### config.mk
export PLATFORM = sky130hd
export DESIGN_NAME = sgb_div
export DESIGN_NICKNAME = d
export VERILOG_FILES = /design/src/rtl/core/sgb_pkg.sv /design/src/rtl/core/sgb_div.sv
export SDC_FILE = /design/constraint.sdc
export NUM_CORES = 1
export LEC_CHECK = 0
export BUFFER_PORTS_ARGS = -buffer_cell sky130_fd_sc_hd__buf_2
export CAP_MARGIN = 30
export CORE_MARGIN = 3
export CORE_UTILIZATION = 60
export CTS_BUF_LIST = sky130_fd_sc_hd__clkbuf_4 sky130_fd_sc_hd__clkbuf_8
export DETAILED_ROUTE_END_ITERATION = 12
export PLACE_DENSITY = 0.83
export RECOVER_POWER = 25
export SLEW_MARGIN = 20
export SYNTH_ARGS = -nofsm -noshare
export SYNTH_HDL_FRONTEND = slang
export SYNTH_SLANG_ARGS = --single-unit
### constraint.sdc
create_clock -name clk -period 6.6 [get_ports clk]
set_clock_uncertainty 0.05 [all_clocks]
set_input_delay 0.33 -clock clk [delete_from_list [all_inputs] [get_ports clk]]
set_output_delay 0.33 -clock clk [all_outputs]
set_load 0.01 [all_outputs]
### src/rtl/core/sgb_pkg.sv
package sgb_pkg;

    // defaults for the top-level parameters, and the largest image height
    localparam int DEF_MAX_RADIUS = 12;
    localparam int DEF_MAX_WIDTH  = 256;
    localparam int MAX_HEIGHT     = 4096;

    // field and register widths
    localparam int PIXEL_W     = 32;
    localparam int RADIUS_W    = 4;
    localparam int IWIDTH_W    = 9;
    localparam int IHEIGHT_W   = 13;
    localparam int CFG_DATA_W  = 13;
    localparam int CFG_INDEX_W = 2;
    localparam int ROW_W       = 13;
    localparam int OUT_ROW_W   = 12;

    // datapath widths
    localparam int LANES    = 4;
    localparam int CH_W     = 8;
    localparam int WEIGHT_W = 7;
    localparam int KSUM_W   = 10;
    localparam int ACC_W    = 18;
    localparam int TAP_W    = 5;
    localparam int DIST_W   = 4;
    localparam int MATH_W   = 16;

    // horizontal tap window, indexed by low column bits
    localparam int WIN_AW    = 5;
    localparam int WIN_DEPTH = 32;

    localparam logic [PIXEL_W-1:0] ALPHA_MASK = 32'hff000000;

    localparam logic OP_PIXEL = 1'b0;
    localparam logic OP_DRAIN = 1'b1;

    typedef enum logic [CFG_INDEX_W-1:0] {
        REG_RADIUS       = 2'd0,
        REG_IMAGE_WIDTH  = 2'd1,
        REG_IMAGE_HEIGHT = 2'd2,
        REG_ALPHA_ONLY   = 2'd3
    } cfg_index_t;

    typedef logic [LANES-1:0][ACC_W-1:0] acc_vec_t;
    typedef logic [LANES-1:0][CH_W-1:0]  quo_vec_t;

    // kernel weight by distance from the center tap
    function automatic logic [WEIGHT_W-1:0] gauss_weight(input logic [DIST_W-1:0] d);
        logic [WEIGHT_W-1:0] w;
        unique case (d)
            4'd0:    w = 7'd80;
            4'd1:    w = 7'd77;
            4'd2:    w = 7'd70;
            4'd3:    w = 7'd59;
            4'd4:    w = 7'd46;
            4'd5:    w = 7'd34;
            4'd6:    w = 7'd24;
            4'd7:    w = 7'd15;
            4'd8:    w = 7'd9;
            4'd9:    w = 7'd5;
            4'd10:   w = 7'd2;
            4'd11:   w = 7'd1;
            default: w = 7'd0;
        endcase
        return w;
    endfunction

    // full kernel sum for a radius
    function automatic logic [KSUM_W-1:0] kernel_sum(input logic [RADIUS_W-1:0] r);
        logic [KSUM_W-1:0] s;
        unique case (r)
            4'd0:    s = 10'd80;
            4'd1:    s = 10'd234;
            4'd2:    s = 10'd374;
            4'd3:    s = 10'd492;
            4'd4:    s = 10'd584;
            4'd5:    s = 10'd652;
            4'd6:    s = 10'd700;
            4'd7:    s = 10'd730;
            4'd8:    s = 10'd748;
            4'd9:    s = 10'd758;
            4'd10:   s = 10'd762;
            default: s = 10'd764;
        endcase
        return s;
    endfunction

endpackage

### src/rtl/core/sgb_div.sv
module sgb_div (
    input  logic                          clk,
    input  logic                          rst_n,
    input  logic                          start,
    input  sgb_pkg::acc_vec_t             dividend,
    input  logic [sgb_pkg::KSUM_W-1:0]    divisor,
    output logic                          done,
    output sgb_pkg::quo_vec_t             quotient
);

    localparam int STEP_W = $clog2(sgb_pkg::CH_W);

    logic                        busy_reg, busy_next;
    logic                        done_reg, done_next;
    logic [STEP_W-1:0]           step_reg, step_next;
    sgb_pkg::acc_vec_t           rem_reg, rem_next;
    sgb_pkg::quo_vec_t           quo_reg, quo_next;
    logic [sgb_pkg::KSUM_W-1:0]  dvs_reg, dvs_next;
    logic [sgb_pkg::ACC_W-1:0]   shifted;

    // one quotient bit per cycle in all four lanes
    always_comb
    begin
        shifted   = sgb_pkg::ACC_W'(dvs_reg) << step_reg;
        busy_next = busy_reg;
        done_next = 1'b0;
        step_next = step_reg;
        rem_next  = rem_reg;
        quo_next  = quo_reg;
        dvs_next  = dvs_reg;
        if (start)
        begin
            busy_next = 1'b1;
            step_next = STEP_W'(sgb_pkg::CH_W - 1);
            rem_next  = dividend;
            quo_next  = '0;
            dvs_next  = divisor;
        end
        else if (busy_reg)
        begin
            for (int i = 0; i < sgb_pkg::LANES; i++)
            begin
                if (rem_reg[i] >= shifted)
                begin
                    rem_next[i]           = rem_reg[i] - shifted;
                    quo_next[i][step_reg] = 1'b1;
                end
            end
            if (step_reg == '0)
            begin
                busy_next = 1'b0;
                done_next = 1'b1;
            end
            else
            begin
                step_next = step_reg - 1'b1;
            end
        end
    end

    // control
    always_ff @(posedge clk or negedge rst_n)
    begin
        if (!rst_n)
        begin
            busy_reg <= 1'b0;
            done_reg <= 1'b0;
            step_reg <= '0;
        end
        else
        begin
            busy_reg <= busy_next;
            done_reg <= done_next;
            step_reg <= step_next;
        end
    end

    // datapath
    always_ff @(posedge clk)
    begin
        rem_reg <= rem_next;
        quo_reg <= quo_next;
        dvs_reg <= dvs_next;
    end

    assign done     = done_reg;
    assign quotient = quo_reg;

endmodule

Word-level counts from Yosys, hierarchy flattened
Index checks and enable logic that the tools add are counted.
{"block": "word_totals", "regBits": 119, "word_cells": 62}
{"block": "classes", "shifts": 1, "addsub": 5, "n_reduce_logical": 16, "n_bitwise": 4, "muxes": 17, "eq_ne": 1, "order_cmp": 6}
{"cell": "72-bit 2-to-1 mux", "n": 2}
{"cell": "18-bit >= comparator", "n": 4}
{"cell": "18-bit 2-to-1 mux", "n": 4}
{"cell": "18-bit subtractor", "n": 4}
{"cell": "8-bit bitwise OR", "n": 4}
{"cell": "2-bit AND reduction", "n": 9}
{"cell": "10-bit by 3-bit << shifter with 18-bit output", "n": 1}
{"cell": "2-bit nonzero test", "n": 5}
{"cell": "3-bit 2-to-1 mux", "n": 3}
{"cell": "1-bit 2-to-1 mux", "n": 7}
{"cell": "3-bit by 4-bit < comparator with 1-bit output, second input constant", "n": 1}
{"cell": "1-bit demux with 3-bit select", "n": 1}
{"cell": "3-bit by 1-bit >= comparator with 1-bit output, second input constant", "n": 1}
{"cell": "3-bit zero test", "n": 1}
{"cell": "3-bit by 1-bit subtractor with 3-bit output, second input constant", "n": 1}
{"cell": "2-bit != test, second input constant", "n": 1}
{"cell": "1-bit logical AND", "n": 1}

Depth between registers and ports, before layout
Gate-level depths: netlist of the first run.
{"block": "logic_depth", "ltp_word": 5, "ltp_mapped": 15, "ltp_nobuf": 12}

Worst setup path after synthesis of the first run
Ideal clock, no wire load.
{"block": "synth_timing", "kind": "register -> register", "start": "register step_reg[0]", "end": "register rem_reg[54] in the netlist's numbering, enable pin", "path_slack_ns": 1.961, "arrival_time_ns": 4.171, "period_less_slack_ns": 4.639, "required_ns": 6.132, "stages_incl_launch_ff": 14, "cell_sequence": "dfrtp_1 buf_1 inv_1 nand2_1 nor3_1 ha_1 fa_1 nor2b_1 o21bai_1 a21boi_1 o31ai_2 nor3_1 nor3_1 o21ai_0"}
{"block": "synth_via", "elab_chain_len": 4}
{"item": "from (decl)", "line_no": "sgb_div.sv:15", "text": "logic [STEP_W-1:0] step_reg, step_next;"}
{"item": "from (signal assigned)", "line_no": "sgb_div.sv:74", "text": "step_reg <= step_next;"}
{"item": "10-bit by 3-bit << shifter with 18-bit output", "line_no": "sgb_div.sv:24", "text": "shifted = sgb_pkg::ACC_W'(dvs_reg) << step_reg;"}
{"item": "18-bit >= comparator", "line_no": "sgb_div.sv:43", "text": "if (rem_reg[i] >= shifted)"}
{"item": "2-bit nonzero test (no line)"}
{"item": "2-bit AND reduction (no line)"}
{"item": "to (signal assigned)", "line_no": "sgb_div.sv:81", "text": "rem_reg <= rem_next;"}
{"item": "to (decl)", "line_no": "sgb_div.sv:16", "text": "sgb_pkg::acc_vec_t rem_reg, rem_next;"}
Every way passes these cells.
A chain may end at the register's enable or synchronous reset.

Final worst setup path of the first run
{"block": "layout_timing", "start": "register step_reg[0]", "end": "register rem_reg[3] in the netlist's numbering, enable pin"}
Same word-level chain as after synthesis.

==> results.md, run 1 <==
* CP startpoint: step_reg[0]
* Combinational power share at 0.571
* Buffers on Ports at 117
* Reg-to-reg startpoint: step_reg[0]
* Final setup viols at 0
* Die Ht at 126 um
* Yosys reg bits at 119
* Ys async rst share at 0.0420
* Period utilization at 0.774
* CTS root buffer: clkbuf_8
* Fin. Hold Viols at 0
* Met1 WL at 10200 um
* Placed cell area at 9250 um2
* NetSw at 2.09 mW
* Status: finished with violations
* RSZ-0062 raised after global routing: false
* Starting DRT DRC Count at 731
* Core ar. at 13900 um2
* Max-cap viol count at 1
* Post-cts resize count at 0
* Register area share after synthesis at 0.375
* Routed WL at 23800 um
* Uppermost layer routed: met4
* CTS tree: done
* CTS max path bufs at 2
* Worst path max stage delay at 0.84 ns
* Gr usage total at 0.296
* DR pass1 iterations at 6
* Top FF cell, synth: edfxtp_1
* Largest net degree at the start of global routing at 85
* Max reg flops at 72
* Worst path arrival time at 5.03 ns
* DP HPWL at 17200 um
* F_max at 0.196 GHz
* Clock share of power at 0.157
* Global route overflow at 0
* Crit path max fanout at 22
* Worst min path class: input port to flop
* Met3 WL at 1780 um
* Rows at 43
* Multi-input gate area at 5050 um2
* Pint at 2.74 mW
* Post-synth top area share at 0.286
* Hold_sp: divisor[8]
* Vias per cell at 6.31
* Setup crit end kind: flop
* Cell area after layout at 9740 um2
* Clock latency on the worst-skew pair at 0.45 ns
* Antenna violations before repair at 0
* CTS Hold Bufs at 7
* DRC violations left at 0
* Avg WL per Cell at 19.3 um
* Routed Antenna Nets at 0
* Vias at 7773
* Critical Path, Cell by Cell: inv_1 > nand2_1 > mux2i_1 > mux2i_1 > ha_1 > o21a_1 > o21ai_0 > nand2b_1 > o2111ai_1 > a21oi_1 > a211oi_2 > nand2_1
* Yosys warnings at 0
* Num CTS Buffers at 17
* Max VDD drop at 0.000243 V
* Leak pwr at 4.09 nW
* Syn avg cell area at 9.28 um2
* TritonCTS sink count at 119
* Nets at 1199
* Count of flip-flops with a built-in enable after synthesis at 82
* Post-synthesis net count at 1086
* # IOs at 118
* Most common cell after layout, fill and taps aside: nand2_1
* Clk slew on worst S/H paths at 0.07 ns
* Ant. Diodes at 0
* Die width at 126 um
* Filler cell count at 1100
* Htree depth at 4
* RePlAce Congestion at 0.953
* Setup TNS at 0 ns
* Vias in the first global route at 7279
* Fin. max-slew vios at 67
* Initial core utilization at 0.617
* Commonest non-fill, non-tap cells in the layout: nand2_1 (126), edfxtp_1 (82), buf_2 (80), ha_1 (70), o21ai_0 (66)
* Share of layout cells above drive strength 1 at 0.139
* Setup CP Type: flop to flop
* Cell Pwr Density at 496 nW/um2
* Final min period at 5.11 ns
* Mapped Area at 8600 um2
* Worst path required time at 6.52 ns
* Crit path launch type: flop
* Top post-synthesis cells by area: edfxtp_1 (29%), ha_1 (10%), dfxtp_1 (7.4%)
* Failing checks: capacitance limit, slew limit
* Sequential share of power at 0.271
* Net Sw Frac at 0.433
* Area Overhead vs Synth at 13.2%
* Synth Instances at 927
* CP max-delay cell: dfrtp_1
* Register Area at 3230 um2
* Metal2 WL at 11100 um
* Post-synth cell types at 79
* WHS at 0.0235 ns
* Biggest area consumer among synthesized cells: edfxtp_1
* Full die area at 15800 um2
* Slew of the pin with the lowest slew margin at 2.78 ns
* Slew headroom at -0.852
* First-pass GRT wire length at 37600 um
* Postcts setup bufs at 0
## worst max-delay path: cells and delay by family, from the launching register on
family	cells	cell delay, ns
AOI/OAI and AO/OA	5	1.35
DFF	1	0.84
and+or+nand+nor	3	0.99
adders and majority gates	1	0.44
buffers and inverters	1	0.29
muxes	2	0.65
## synth_stat cells (4+ instances only)
cell and number:
nand2_1 126, edfxtp_1 82, ha_1 70, o21ai_0 67
nor2_1 54, a21oi_1 53, inv_1 35, dfxtp_1 32
nand3_1 29, o31ai_1 23, a21o_1 22, xnor2_1 21
nand2b_1 20, clkbuf_1 19, mux2i_1 17, nor3_1 17
o21ai_1 17, o2bb2ai_1 16, xor2_1 16, o21a_1 15
nand4_1 13, nor2b_1 13, a211oi_1 12, and3_1 8
o2bb2ai_2 8, and2_1 7, nor3b_1 6, o211ai_1 6
buf_1 5, buf_6 5, dfrtp_1 5, mux2_2 5
o21bai_1 5, fa_1 4
## power groups by stage
stage | sequential (mW) | clock, mW | combinational [mW]
after floorplan | 1.28 | 0 | 2.12
after global placement | 1.31 | 0 | 2.62
after detailed placement | 1.31 | 0 | 2.68
after CTS | 1.31 | 0.763 | 2.71
after global routing | 1.33 | 0.794 | 3.06
final | 1.31 | 0.760 | 2.76
## metal layers
| metal | vias up | global-route usage |
|---|---|---|
| met1 | 3679 | 0.405 |
| met2 | 337 | 0.471 |
| met3 | 52 | 0.0539 |
| met4 | 0 | 0.113 |
| li1 | 3705 | - |
| met5 | - | 0 |
## cells by family (layout without fill, tap and decap cells)
logic type	count (synthesis)	count (layout)	share of synthesized area
xor+xnor	37	37	0.0377
compound gates	297	297	0.242
flops	119	119	0.375
buf+inv	71	196	0.0387
mux	23	23	0.0289
simple gates	306	306	0.166
fa+ha+maj	74	74	0.111
## area by class of cell
type / instances / area share
clock inverters: 8 / 0.0148
flip-flops and latches: 119 / 0.331
inverters: 36 / 0.0139
repair buffers: 129 / 0.0667
well taps: 180 / 0.0231
multi-input cells: 737 / 0.518
clock buffers: 23 / 0.0319
## worst paths after layout
| kind | end | slack, ns | depth (start not counted) |
|---|---|---|---|
| worst max-delay path | rem_reg[3] | 1.49 | 12 |
| worst min-delay path | dvs_reg[8] | 0.02 | 1 |
| worst max register to register | rem_reg[3] | 1.49 | 12 |
| worst min register to register | quotient[0] | 0.41 | 2 |
| max in group asynchronous | done | 6.03 | 2 |
| min in group asynchronous | step_reg[2] | 0.25 | 2 |
## through the flow
stage | power (mW) | std cells | util | setup WS [ns]
5_1_grt | 5.19 | 1232 | 0.699 | 1.07
3_3_place_gp | 3.93 | 1193 | 0.664 | 1.98
2_1_floorplan | 3.39 | 927 | - | 1.96
6_report | 4.83 | 1232 | 0.699 | 1.49
3_5_place_dp | 3.99 | 1193 | 0.664 | 1.70
4_1_cts | 4.78 | 1231 | 0.702 | 1.58
Power figures use the tool's default switching activity.
==> run 2, diff against run 1 <==
--- a/config.mk
+++ b/config.mk
@@ -5,10 +5,11 @@
 export SDC_FILE = /design/constraint.sdc
 export NUM_CORES = 1
 export LEC_CHECK = 0
+export ABC_AREA = 1
 export BUFFER_PORTS_ARGS = -buffer_cell sky130_fd_sc_hd__buf_2
 export CAP_MARGIN = 30
 export CORE_MARGIN = 3
-export CORE_UTILIZATION = 60
+export CORE_UTILIZATION = 61
 export CTS_BUF_LIST = sky130_fd_sc_hd__clkbuf_4 sky130_fd_sc_hd__clkbuf_8
 export DETAILED_ROUTE_END_ITERATION = 12
 export PLACE_DENSITY = 0.83
==> constraint.sdc (replaced) <==
create_clock -name clk -period 4.8 [get_ports clk]
set_clock_uncertainty 0.05 [all_clocks]
set_input_delay 0.24 -clock clk [delete_from_list [all_inputs] [get_ports clk]]
set_output_delay 0.24 -clock clk [all_outputs]
set_load 0.01 [all_outputs]
==> results.md, run 2 <==
* Leak pwr at 5.29 nW
* Synth Area in XOR/XNOR at 0.00564
* Slew headroom at -1.15
* Clk slew on worst S/H paths at 0.09 ns
* Critical Path, Cell by Cell: clkbuf_1 > clkinv_1 > buf_4 > nand3_1 > buf_4
* Avg WL per Cell at 15.7 um
* Fin. Hold Viols at 0
* Family with the most delay on the worst path: buffers and inverters
* Area Overhead vs Synth at 17.1%
* Gr usage total at 0.313
* CTS tree: done
* Full die area at 16800 um2
* Post-synthesis compound-gate area fraction at 0.113
* WP buf/inv at 4
* Global route overflow at 0
* Combinational power share at 0.611
* Worst path required time at 4.91 ns
* Commonest non-fill, non-tap cells in the layout: nand2_1 (498), inv_1 (149), nand3_1 (84), edfxtp_1 (82), buf_2 (81)
* Vias per cell at 5.51
* Grt met3 use at 0.0705
* Yosys reg bits at 119
* Crit path max fanout at 59
* Clock latency on the worst-skew pair at 0.46 ns
* Worst path arrival time at 4.20 ns
* Biggest area consumer among synthesized cells: edfxtp_1
* Max VDD drop at 0.000385 V
* Antenna violations before repair at 0
* Final setup viols at 0
* Share of layout cells above drive strength 1 at 0.153
* Most common cell in the synthesized netlist: nand2_1
* F_max at 0.244 GHz
* Sequential share of power at 0.251
* Period utilization at 0.854
* Crit path launch type: input port
* Synth Instances at 1322
* DRC violations left at 0
* Worst min path class: input port to flop
* Rows at 44
* Failing checks: capacitance limit, slew limit
* DR pass1 iterations at 6
* RePlAce Congestion at 0.986
* Final min period at 4.10 ns
* Post-synthesis net count at 1481
* Largest family of logic cells by synthesized area: simple AND/OR/NAND/NOR gates
* Core ar. at 14800 um2
* Cell Pwr Density at 645 nW/um2
* Max-cap viol count at 1
* Synth top cells by count: nand2_1 (498), inv_1 (149), nand3_1 (84)
* Vias in the first global route at 8589
* Yosys warnings at 0
* Status: finished with violations
* Global routing met1 resource utilization at 0.400
* Mapped Area at 9310 um2
* Register area share after synthesis at 0.347
* Htree depth at 4
* Setup CP Type: input port to flop
* Adder-cell share of the synthesized area at 0.103
* Setup TNS at 0 ns
* Vias at 9284
* Cell area after layout at 10900 um2
* Ys async rst share at 0.0420
* Routed Antenna Nets at 0
* Grt met2 use at 0.517
* CTS Hold Bufs at 45
* Worst path max stage delay at 2.24 ns
* Die Ht at 130 um
* Post-cts resize count at 0
* DP HPWL at 18800 um
* Postcts setup bufs at 0
* Starting DRT DRC Count at 801
* Multiplexer area fraction after synthesis at 0.00107
* CP max-delay cell: clkbuf_1
* Count of flip-flops with a built-in enable after synthesis at 82
* Setup crit end kind: flop
* Top FF cell, synth: edfxtp_1
* Final worst slack at 0.703 ns
* Die width at 130 um
* NetSw at 3.43 mW
* # IOs at 118
* Setup WS pre-CTS at 0.943 ns
* Placed cell area at 10100 um2
* Buffers on Ports at 117
* Simple-gate share of the synthesized area at 0.354
* Most common cell on crit path: buf_4
* Syn avg cell area at 7.04 um2
* Max reg flops at 72
* CTS root buffer: clkbuf_8
* Net Sw Frac at 0.487
* TritonCTS sink count at 119
* Initial core utilization at 0.631
* Ant. Diodes at 0
* Most common cell after layout, fill and taps aside: nand2_1
* First-pass GRT wire length at 41000 um
* Pint at 3.60 mW
* Largest net degree at the start of global routing at 86
* Clock share of power at 0.138
* RSZ-0062 raised after global routing: false
* Post-synth cell types at 41
* CTS max path bufs at 2
* Slew of the pin with the lowest slew margin at 3.22 ns
* Fin. max-slew vios at 60
* Num CTS Buffers at 17
* Top post-synthesis cells by area: edfxtp_1 (26%), nand2_1 (20%), ha_1 (9.4%)
* Nets at 1646
* Post-synth top area share at 0.264
* Global route hottest layer: met2
* Routed WL at 26400 um
[run 2: power by group through the flow]
| stage | combinational (mW) | clock [mW] | sequential (mW) |
|---|---|---|---|
| 2_1_floorplan | 3.23 | 0 | 1.72 |
| 3_3_place_gp | 4.03 | 0 | 1.77 |
| 3_5_place_dp | 4.14 | 0 | 1.78 |
| 4_1_cts | 4.21 | 0.982 | 1.76 |
| 5_1_grt | 4.81 | 1.02 | 1.79 |
| 6_report | 4.30 | 0.969 | 1.77 |
[run 2: cells by family after synthesis]
logic type               after synthesis
multiplexers                           1
buffers and inverters                187
flip-flops                           119
AND/OR/NAND/NOR                      762
adder cells (fa/ha/maj)               74
AO/OA/AOI/OAI                        173
XOR/XNOR                               6
[run 2: area by class of cell]
class                      instances  area [um2]
multi-input combinational       1016        5360
timing repair buffer             173        1070
clock inverter                    15         174
clock buffer                      17         234
fill                            1210        3850
inverter                         160         601
sequential                       119        3230
tap                              184         230
[run 2: tightest hold or removal path, stage by stage]
cell	delay, ns
buf_2	0.08
nand2_1	0.04
o21ai_0	0.07
[run 2: routing by layer]
layer | routed length, um | up-vias
li1 | - | 4628
met4 | 923 | 0
met5 | 0 | -
met3 | 2240 | 79
met2 | 12200 | 427
met1 | 11000 | 4150
[run 2: worst paths after layout]
check,cells past startpoint,startpoint,slack [ns],end
worst max-delay path,5,start,0.70,rem_reg[12]
worst min-delay path,3,dividend[63],0.02,rem_reg[63]
worst max register to register,17,step_reg[0],0.83,rem_reg[58]
worst min register to register,2,quotient[13],0.41,quotient[13]
max in group asynchronous,2,rst_n,4.31,busy_reg
min in group asynchronous,2,rst_n,0.14,done
[run 2: stage by stage]
step,hold WS (ns),utilization,instances,power (mW)
2_1_floorplan,-0.106,-,1322,4.95
3_3_place_gp,0.0194,0.684,1607,5.80
3_5_place_dp,0.0187,0.684,1607,5.92
4_1_cts,0.00150,0.742,1684,6.95
5_1_grt,0.0131,0.739,1684,7.63
6_report,0.0233,0.739,1684,7.03
